## config.mk

```make
export PLATFORM = sky130hd
export DESIGN_NAME = touch_event_decoder_rotate_scale
export DESIGN_NICKNAME = d
export VERILOG_FILES = /design/src/rtl/core/tedrs_pkg.sv /design/src/rtl/core/tedrs_divider.sv /design/src/rtl/core/touch_event_decoder_rotate_scale.sv
export SDC_FILE = /design/constraint.sdc
export NUM_CORES = 2
export LEC_CHECK = 0
export ABC_AREA = 1
export BUFFER_PORTS_ARGS = -buffer_cell sky130_fd_sc_hd__buf_2
export CELL_PAD_IN_SITES_DETAIL_PLACEMENT = 1
export CELL_PAD_IN_SITES_GLOBAL_PLACEMENT = 1
export CORE_ASPECT_RATIO = 0.75
export CORE_MARGIN = 3
export CORE_UTILIZATION = 44
export CTS_CLUSTER_DIAMETER = 120
export CTS_CLUSTER_SIZE = 40
export DETAILED_ROUTE_END_ITERATION = 8
export GPL_TIMING_DRIVEN = 1
export HOLD_SLACK_MARGIN = 0.08
export PLACE_DENSITY_LB_ADDON = 0.1
export SLEW_MARGIN = 40
export SYNTH_ARGS = -nofsm -noshare
export SYNTH_HDL_FRONTEND = slang
export SYNTH_SLANG_ARGS = --single-unit
```

## constraint.sdc

```tcl
create_clock -name aclk -period 6.34 [get_ports aclk]
set_input_delay 1.268 -clock aclk [delete_from_list [all_inputs] [get_ports aclk]]
set_output_delay 1.268 -clock aclk [all_outputs]
set_load 0.02 [all_outputs]
```

## src/rtl/core/tedrs_pkg.sv

```systemverilog
package tedrs_pkg;

    // field widths
    localparam int unsigned PIX_W = 16;   // pixel, size and touch maximum width
    localparam int unsigned VAL_W = 32;   // event value and stored coordinate width
    localparam int unsigned POS_W = 34;   // rotated coordinate, signed
    localparam int unsigned NUM_W = 50;   // scaled product, signed
    localparam int unsigned IDX_W = 3;    // configuration index width

    // event classes and codes
    localparam logic [15:0] EVT_SYN         = 16'h0000;
    localparam logic [15:0] EVT_KEY         = 16'h0001;
    localparam logic [15:0] EVT_ABS         = 16'h0003;
    localparam logic [15:0] CODE_SYN_REPORT = 16'h0000;
    localparam logic [15:0] CODE_BTN_TOUCH  = 16'h014A;
    localparam logic [15:0] CODE_MT_SLOT    = 16'h002F;
    localparam logic [15:0] CODE_MT_POS_X   = 16'h0035;
    localparam logic [15:0] CODE_MT_POS_Y   = 16'h0036;

    // touch kinds
    localparam logic [1:0] KIND_PRESS   = 2'd0;
    localparam logic [1:0] KIND_MOVE    = 2'd1;
    localparam logic [1:0] KIND_RELEASE = 2'd2;

    // configuration register indexes
    localparam logic [IDX_W-1:0] REG_ORIENTATION    = 3'd0;
    localparam logic [IDX_W-1:0] REG_DISPLAY_WIDTH  = 3'd1;
    localparam logic [IDX_W-1:0] REG_DISPLAY_HEIGHT = 3'd2;
    localparam logic [IDX_W-1:0] REG_TOUCH_MAX_X    = 3'd3;
    localparam logic [IDX_W-1:0] REG_TOUCH_MAX_Y    = 3'd4;

    // orientation codes
    localparam logic [1:0] ORIENT_0   = 2'd0;
    localparam logic [1:0] ORIENT_90  = 2'd1;
    localparam logic [1:0] ORIENT_180 = 2'd2;
    localparam logic [1:0] ORIENT_270 = 2'd3;

    typedef enum logic [2:0] {
        ST_IDLE,
        ST_MUL,
        ST_LOAD,
        ST_WAIT,
        ST_OUT
    } seq_state_t;

    typedef struct packed {
        logic busy;
        logic done;
    } div_stat_t;

endpackage

```

## src/rtl/core/tedrs_divider.sv

```systemverilog
module tedrs_divider (
    input  logic                                 aclk,
    input  logic                                 aresetn,
    input  logic                                 start,
    input  logic signed [tedrs_pkg::NUM_W-1:0]   num,
    input  logic        [tedrs_pkg::PIX_W-1:0]   den,
    output logic        [tedrs_pkg::PIX_W-1:0]   quo,
    output tedrs_pkg::div_stat_t                 stat
);
    import tedrs_pkg::*;

    localparam int unsigned CNT_W = $clog2(PIX_W + 1);
    localparam int unsigned HI_W  = NUM_W - PIX_W - 1;   // magnitude bits above the low word

    logic              busy_reg;
    logic              done_reg;
    logic [CNT_W-1:0]  cnt_reg;
    logic [PIX_W-1:0]  rem_reg;
    logic [PIX_W-1:0]  quo_reg;   // dividend bits shift out at the top, quotient in at the bottom

    logic              num_le_zero;
    logic              num_ovf;
    logic [PIX_W:0]    trial;
    logic [PIX_W:0]    diff;

    assign num_le_zero = num[NUM_W-1] || (num == '0);
    // quotient above 16 bits exactly when the high part reaches the divisor
    assign num_ovf     = (num[NUM_W-2:PIX_W] >= {{(HI_W - PIX_W){1'b0}}, den});

    assign trial = {rem_reg, quo_reg[PIX_W-1]};
    assign diff  = trial - {1'b0, den};

    always_ff @(posedge aclk) begin
        if (!aresetn) begin
            busy_reg <= 1'b0;
            done_reg <= 1'b0;
            cnt_reg  <= '0;
        end else begin
            done_reg <= 1'b0;
            if (start) begin
                if (num_le_zero) begin
                    quo_reg  <= '0;
                    done_reg <= 1'b1;
                end else if (num_ovf) begin
                    quo_reg  <= '1;
                    done_reg <= 1'b1;
                end else begin
                    rem_reg  <= num[2*PIX_W-1:PIX_W];
                    quo_reg  <= num[PIX_W-1:0];
                    cnt_reg  <= CNT_W'(PIX_W);
                    busy_reg <= 1'b1;
                end
            end else if (busy_reg) begin
                if (!diff[PIX_W]) begin
                    rem_reg <= diff[PIX_W-1:0];
                    quo_reg <= {quo_reg[PIX_W-2:0], 1'b1};
                end else begin
                    rem_reg <= trial[PIX_W-1:0];
                    quo_reg <= {quo_reg[PIX_W-2:0], 1'b0};
                end
                cnt_reg <= cnt_reg - CNT_W'(1);
                if (cnt_reg == CNT_W'(1)) begin
                    busy_reg <= 1'b0;
                    done_reg <= 1'b1;
                end
            end
        end
    end

    assign quo       = quo_reg;
    assign stat.busy = busy_reg;
    assign stat.done = done_reg;

endmodule

```

## src/rtl/core/touch_event_decoder_rotate_scale.sv

```systemverilog
// Multitouch event decoder with display rotation and scaling. One event
// (type, code, value) is taken per input transfer. Key, slot and position
// events update internal state and give no result. A sync report with
// value 0 while the slot is 0 rotates the stored point by orientation,
// scales each axis by a 17-bit multiply and a restoring divide by the touch
// maximum (zero read as one), clamps to 0..65535 and offers one result
// transfer. Per axis such a frame end passes a multiply step, a divider load
// step, the divider steps and a collect step before the result is offered,
// the divider being shared by both axes; results that clamp to 0 or 65535
// skip the divider steps. The block takes no new event until the result
// transfer completes. Configuration writes are registered and must only be
// issued while idle.
module touch_event_decoder_rotate_scale (
    input  logic                              aclk,
    input  logic                              aresetn,
    // configuration
    input  logic                              cfg_wr_en,
    input  logic [tedrs_pkg::IDX_W-1:0]       cfg_index,
    input  logic [tedrs_pkg::PIX_W-1:0]       cfg_wdata,
    // event input
    input  logic                              s_valid,
    output logic                              s_ready,
    input  logic [15:0]                       s_event_type,
    input  logic [15:0]                       s_event_code,
    input  logic signed [31:0]                s_event_value,
    // result output
    output logic                              m_valid,
    input  logic                              m_ready,
    output logic [1:0]                        m_touch_kind,
    output logic [tedrs_pkg::PIX_W-1:0]       m_pixel_x,
    output logic [tedrs_pkg::PIX_W-1:0]       m_pixel_y
);
    import tedrs_pkg::*;

    // configuration registers
    logic [1:0]        orientation_reg;
    logic [PIX_W-1:0]  display_width_reg;
    logic [PIX_W-1:0]  display_height_reg;
    logic [PIX_W-1:0]  touch_max_x_reg;
    logic [PIX_W-1:0]  touch_max_y_reg;

    // decoder state
    logic [VAL_W-1:0]         contact_slot_reg;
    logic signed [VAL_W-1:0]  raw_x_reg;
    logic signed [VAL_W-1:0]  raw_y_reg;
    logic [1:0]               frame_status_reg;

    // sequencer
    seq_state_t               state_reg, state_next;
    logic                     axis_reg;           // 0: X axis, 1: Y axis
    logic signed [POS_W-1:0]  rx_reg, ry_reg;
    logic [PIX_W-1:0]         size_x_reg, size_y_reg;
    logic signed [NUM_W-1:0]  product_reg;
    logic [1:0]               kind_reg;
    logic [PIX_W-1:0]         pix_x_reg, pix_y_reg;

    logic                     in_xfer;
    logic                     frame_end;
    logic                     emit;
    logic signed [POS_W-1:0]  xs, ys, mx, my;
    logic signed [POS_W-1:0]  rx_calc, ry_calc;
    logic signed [POS_W-1:0]  mul_op;
    logic signed [PIX_W:0]    mul_size;
    logic signed [NUM_W:0]    mul_full;
    logic [PIX_W-1:0]         div_den;
    logic [PIX_W-1:0]         div_quo;
    div_stat_t                div_stat;
    logic                     div_start;

    assign in_xfer   = s_valid && s_ready;
    assign frame_end = (s_event_type == EVT_SYN) && (s_event_code == CODE_SYN_REPORT)
                       && (s_event_value == '0);
    assign emit      = in_xfer && frame_end && (contact_slot_reg == '0);

    // configuration writes; unknown indexes are dropped
    always_ff @(posedge aclk) begin
        if (!aresetn) begin
            orientation_reg    <= ORIENT_0;
            display_width_reg  <= 16'd1080;
            display_height_reg <= 16'd2400;
            touch_max_x_reg    <= 16'd4095;
            touch_max_y_reg    <= 16'd4095;
        end else if (cfg_wr_en) begin
            case (cfg_index)
                REG_ORIENTATION:    orientation_reg    <= cfg_wdata[1:0];
                REG_DISPLAY_WIDTH:  display_width_reg  <= cfg_wdata;
                REG_DISPLAY_HEIGHT: display_height_reg <= cfg_wdata;
                REG_TOUCH_MAX_X:    touch_max_x_reg    <= cfg_wdata;
                REG_TOUCH_MAX_Y:    touch_max_y_reg    <= cfg_wdata;
                default: ;
            endcase
        end
    end

    // event decode
    always_ff @(posedge aclk) begin
        if (!aresetn) begin
            contact_slot_reg <= '0;
            raw_x_reg        <= '0;
            raw_y_reg        <= '0;
            frame_status_reg <= KIND_MOVE;
        end else if (in_xfer) begin
            if (s_event_type == EVT_KEY) begin
                if (s_event_code == CODE_BTN_TOUCH) begin
                    if (s_event_value == 32'sd1) begin
                        frame_status_reg <= KIND_PRESS;
                    end else if (s_event_value == 32'sd0) begin
                        frame_status_reg <= KIND_RELEASE;
                    end
                end
            end else if (s_event_type == EVT_ABS) begin
                if (s_event_code == CODE_MT_SLOT) begin
                    contact_slot_reg <= s_event_value;
                end else if (contact_slot_reg == '0) begin
                    if (s_event_code == CODE_MT_POS_X) begin
                        raw_x_reg <= s_event_value;
                    end else if (s_event_code == CODE_MT_POS_Y) begin
                        raw_y_reg <= s_event_value;
                    end
                end
            end else if (frame_end) begin
                // every frame end drops back to move, slot or not
                frame_status_reg <= KIND_MOVE;
            end
        end
    end

    // rotation against the touch maximums
    assign xs = {{(POS_W-VAL_W){raw_x_reg[VAL_W-1]}}, raw_x_reg};
    assign ys = {{(POS_W-VAL_W){raw_y_reg[VAL_W-1]}}, raw_y_reg};
    assign mx = {{(POS_W-PIX_W){1'b0}}, touch_max_x_reg};
    assign my = {{(POS_W-PIX_W){1'b0}}, touch_max_y_reg};

    always_comb begin
        case (orientation_reg)
            ORIENT_90: begin
                rx_calc = ys;
                ry_calc = mx - xs;
            end
            ORIENT_180: begin
                rx_calc = mx - xs;
                ry_calc = my - ys;
            end
            ORIENT_270: begin
                rx_calc = my - ys;
                ry_calc = xs;
            end
            default: begin
                rx_calc = xs;
                ry_calc = ys;
            end
        endcase
    end

    // shared multiplier operand select; touch maximum of zero divides by one
    assign mul_op   = axis_reg ? ry_reg : rx_reg;
    assign mul_size = {1'b0, (axis_reg ? size_y_reg : size_x_reg)};
    assign mul_full = mul_op * mul_size;
    assign div_den  = axis_reg ? ((touch_max_y_reg == '0) ? PIX_W'(1) : touch_max_y_reg)
                               : ((touch_max_x_reg == '0) ? PIX_W'(1) : touch_max_x_reg);

    tedrs_divider u_div (
        .aclk    (aclk),
        .aresetn (aresetn),
        .start   (div_start),
        .num     (product_reg),
        .den     (div_den),
        .quo     (div_quo),
        .stat    (div_stat)
    );

    // sequencer: next state and strobes
    always_comb begin
        state_next = state_reg;
        s_ready    = 1'b0;
        m_valid    = 1'b0;
        div_start  = 1'b0;
        case (state_reg)
            ST_IDLE: begin
                s_ready = 1'b1;
                if (emit) begin
                    state_next = ST_MUL;
                end
            end
            ST_MUL: begin
                state_next = ST_LOAD;
            end
            ST_LOAD: begin
                div_start  = 1'b1;
                state_next = ST_WAIT;
            end
            ST_WAIT: begin
                if (div_stat.done) begin
                    state_next = axis_reg ? ST_OUT : ST_MUL;
                end
            end
            ST_OUT: begin
                m_valid = 1'b1;
                if (m_ready) begin
                    state_next = ST_IDLE;
                end
            end
            default: begin
                state_next = ST_IDLE;
            end
        endcase
    end

    always_ff @(posedge aclk) begin
        if (!aresetn) begin
            state_reg <= ST_IDLE;
            axis_reg  <= 1'b0;
        end else begin
            state_reg <= state_next;
            if (emit) begin
                axis_reg <= 1'b0;
            end else if (state_reg == ST_WAIT && div_stat.done) begin
                axis_reg <= 1'b1;
            end
        end
    end

    // datapath registers
    always_ff @(posedge aclk) begin
        if (emit) begin
            kind_reg   <= frame_status_reg;
            rx_reg     <= rx_calc;
            ry_reg     <= ry_calc;
            size_x_reg <= orientation_reg[0] ? display_height_reg : display_width_reg;
            size_y_reg <= orientation_reg[0] ? display_width_reg : display_height_reg;
        end
        if (state_reg == ST_MUL) begin
            product_reg <= mul_full[NUM_W-1:0];
        end
        if (state_reg == ST_WAIT && div_stat.done) begin
            if (axis_reg) begin
                pix_y_reg <= div_quo;
            end else begin
                pix_x_reg <= div_quo;
            end
        end
    end

    assign m_touch_kind = kind_reg;
    assign m_pixel_x    = pix_x_reg;
    assign m_pixel_y    = pix_y_reg;

endmodule

```

==> flow_summary_export.csv <==
group,metric,value,unit
worst_setup_path,cp.required,6.71,ns
floorplanning,die_w,354,um
outcome,status,"finished with violations",
flow_run,maxCapViolCount,0,
finish,layout-drive-gt1-share,22.8,%
cts,clk_path_buf_depth,3,
cts,clk_pin_slew,0.15,ns
place,place_hpwl,127000,um
timing,slew_violations,0,
place,io_buffers,123,
floorplanning,die_y,267,um
timing,hold_viol_final,0,
worst_setup_path,cpPeakStageDelay,0.61,ns
place,gp_congestion,0.962,
place,dp_slack,-0.700,ns
timing,max_slew_margin,45.0,%
floorplanning,rows,95,
worst_setup_path,arrival,7.03,ns
drt,drt-vias-per-instance,5.53,
synthesis,synth-edff-count,214,
synthesis,ys.warnings.count,0,
timing,layout_setup_ws,-0.323,ns
global_route,grt_use_total,32.6,%
power,p_leak,0.0224,uW
timing,max_freq,0.150,GHz
cts,cts_tree,"done",
finish,diodes,0,
timing,finClkSkew,0.0977,ns
cts,cts-hold-fix-buffers,0,
worst_setup_path,critPathKind,"flip-flop to flip-flop",
synthesis,seq_area_frac_synth,24.8,%
cts,ctsRootBufferMaster,"clkbuf_16",
worst_setup_path,start_kind,"flip-flop",
drt,finalWirelength,160000,um
global_route,grt_max_degree,67,
finish,largest_register_ffs,50,
synthesis,syn_nets,5833,
drt,wl_per_cell,23.8,um
floorplanning,dieArea,94800,um^2
cts,clkLatencyLatePin,0.61,ns
timing,rsz0062_at_grt,"yes",
worst_setup_path,cp_common_cell,"fa_1",
place,post_dp_cell_area,44900,um^2
floorplanning,start_util,44.5,%
drt,drt-initial-drc-count,3076,
finish,fill_cells,10800,
timing,setup_viol,32,
synthesis,ys_seq_elements,389,
synthesis,syn_inst,5054,
timing,worstMarginPinSlew,0.825,ns
timing,period_needed,6.66,ns
worst_setup_path,cp_max_fo,8,
floorplanning,io_pins,124,
drt,drc,0,
finish,area_growth,22.1,%
global_route,gr-total-overflow,0,
cts,cts_made_buffers,15,
finish,stdcell_count,6726,
power,power_density,96.8,nW/um^2
timing,setup_tns,-4.27,ns
cts,cts_sinks,389,
power,vdd_drop_max,0.157,mV
finish,fin_nets,6284,
synthesis,async_reset_ff_share,0,%
drt,ant_nets,0,
worst_setup_path,critPathCaptureType,"flip-flop",
synthesis,ys_types,53,
outcome,violations,"negative setup slack",
finish,stdcell_area,48900,um^2
worst_setup_path,slowest_stage,"fa_1",
place,dp_cells,6622,
global_route,grt_pass1_vias,38800,
cts,ctsHtreeMaxLevel,1,
synthesis,syn_avg_cell_area,7.93,um^2
drt,drt-pass1-iter-count,7,
floorplanning,floorplan.core_area,90000,um^2
timing,fin_crit_sh,105,%
global_route,antenna_found_initial,3,
hold_path,min-delay-path-class,"flip-flop to flip-flop",
synthesis,synth_area,40100,um^2
synthesis,synthFlopType,"edfxtp_1",
drt,route.vias.total,37200,
global_route,grt_pass1_wl,236000,um
## synth_stat cells, types with 7 or more instances
cell type  instances  area (um^2)
nand2_1         1066         4000
inv_1            939         3520
nor2_1           555         2080
fa_1             506        10100
nand3_1          259         1300
o21ai_0          257         1290
a21oi_1          231         1160
edfxtp_1         214         6430
ha_1             185         2310
dfxtp_1          175         3500
clkbuf_1          99          372
nand4_1           85          532
buf_2             57          285
or2_2             53          332
xor2_1            47          412
o21a_1            36          270
nand3b_1          32          240
nor3_1            31          155
xnor2_1           29          254
a21oi_2           28          245
nor4_1            15         93.8
o2111ai_1         14          123
o21bai_1          12         90.1
a21o_1            11         82.6
mux2i_1           11          110
clkinv_1           9         33.8
o211ai_1           9         67.6
inv_2              8         30.0
o21ai_1            8         40.0
and3_1             7         43.8
buf_1              7         26.3
o21ai_2            7         61.3
o22ai_1            7         43.8
## what timing repair did
item / 4_1_cts / 5_1_grt
setup buffers: 36 / 38
endpoints found under the hold margin: 0 / 0
setup endpoints to repair: 34 / 37
gates cloned: 8 / 3
gates resized for setup: 361 / 393
pin swaps: 113 / 154
## through the flow
stage	total power, uW	utilization [%]	hold WS [ns]
floorplan	3100	-	0.409
global placement	3310	49.9	0.417
global route	4890	54.4	0.491
CTS	4750	52.5	0.468
detailed placement	3320	49.9	0.431
finish	4730	54.4	0.470
## routing by layer
layer	GRT usage, %	wire (um)	part of all wire, %
met1	48.1	72700	45
met2	51.0	71200	44
met3	5.24	12600	7.8
met4	6.40	3880	2.4
met5	0	0	0
## where the power goes
part / switching (uW) / leakage [uW] / internal [uW] / total [uW]
Sequential: 52.6 / 0.00337 / 2700 / 2750
Combinational: 374 / 0.0188 / 151 / 525
Clock: 916 / 0.000256 / 539 / 1450
## kinds of logic (layout without fill, tap and decap cells)
| kind of cell | Yosys count | in the layout | synth area share [%] |
|---|---|---|---|
| compound gates | 638 | 638 | 9.03 |
| xor+xnor | 76 | 76 | 1.66 |
| fa+ha+maj | 691 | 691 | 31.1 |
| buf+inv | 1125 | 1585 | 10.8 |
| flops | 389 | 389 | 24.8 |
| mux | 11 | 11 | 0.275 |
| simple gates | 2124 | 2124 | 22.4 |
## area by class of cell
type / count / area (um^2) / area share, %
Multi-Input combinational cell: 3540 / 28300 / 57.8
Sequential cell: 389 / 9930 / 20.3
Timing Repair Buffer: 603 / 5060 / 10.3
Inverter: 956 / 3630 / 7.41
Tap cell: 1212 / 1520 / 3.10
Clock buffer: 19 / 390 / 0.798
Clock inverter: 7 / 141 / 0.289
## cell usage in the layout, fill, tap and decap left out, drive strengths merged, types with 32 or more instances in the layout
master,n
edfxtp,214
nor3,36
o21ai,274
nand4,85
xor2,47
a21oi,259
o21a,36
nand3,262
inv,951
buf,598
nor2,558
fa,506
or2,54
nand3b,32
ha,185
nand2,1070
dfxtp,175
## critical path, delay by kind of cell (launching register included)
| family | cells | cell delay (ns) |
|---|---|---|
| AO/OA/AOI/OAI | 4 | 0.50 |
| XOR/XNOR | 1 | 0.19 |
| adder cells (fa/ha/maj) | 7 | 3.44 |
| buffers and inverters | 12 | 1.28 |
| flip-flops | 1 | 0.42 |
| AND/OR/NAND/NOR | 5 | 0.60 |
## final timing paths
path                          end  cells past startpoint  slack, ns                 from
hold reg to reg   m_touch_kind[0]                      0       0.47  frame_status_reg[0]
setup reg to reg  product_reg[42]                     29      -0.32             axis_reg
setup / recovery  product_reg[42]                     29      -0.32             axis_reg
hold / removal    m_touch_kind[0]                      0       0.47  frame_status_reg[0]
(Power assumes the default switching activity.)
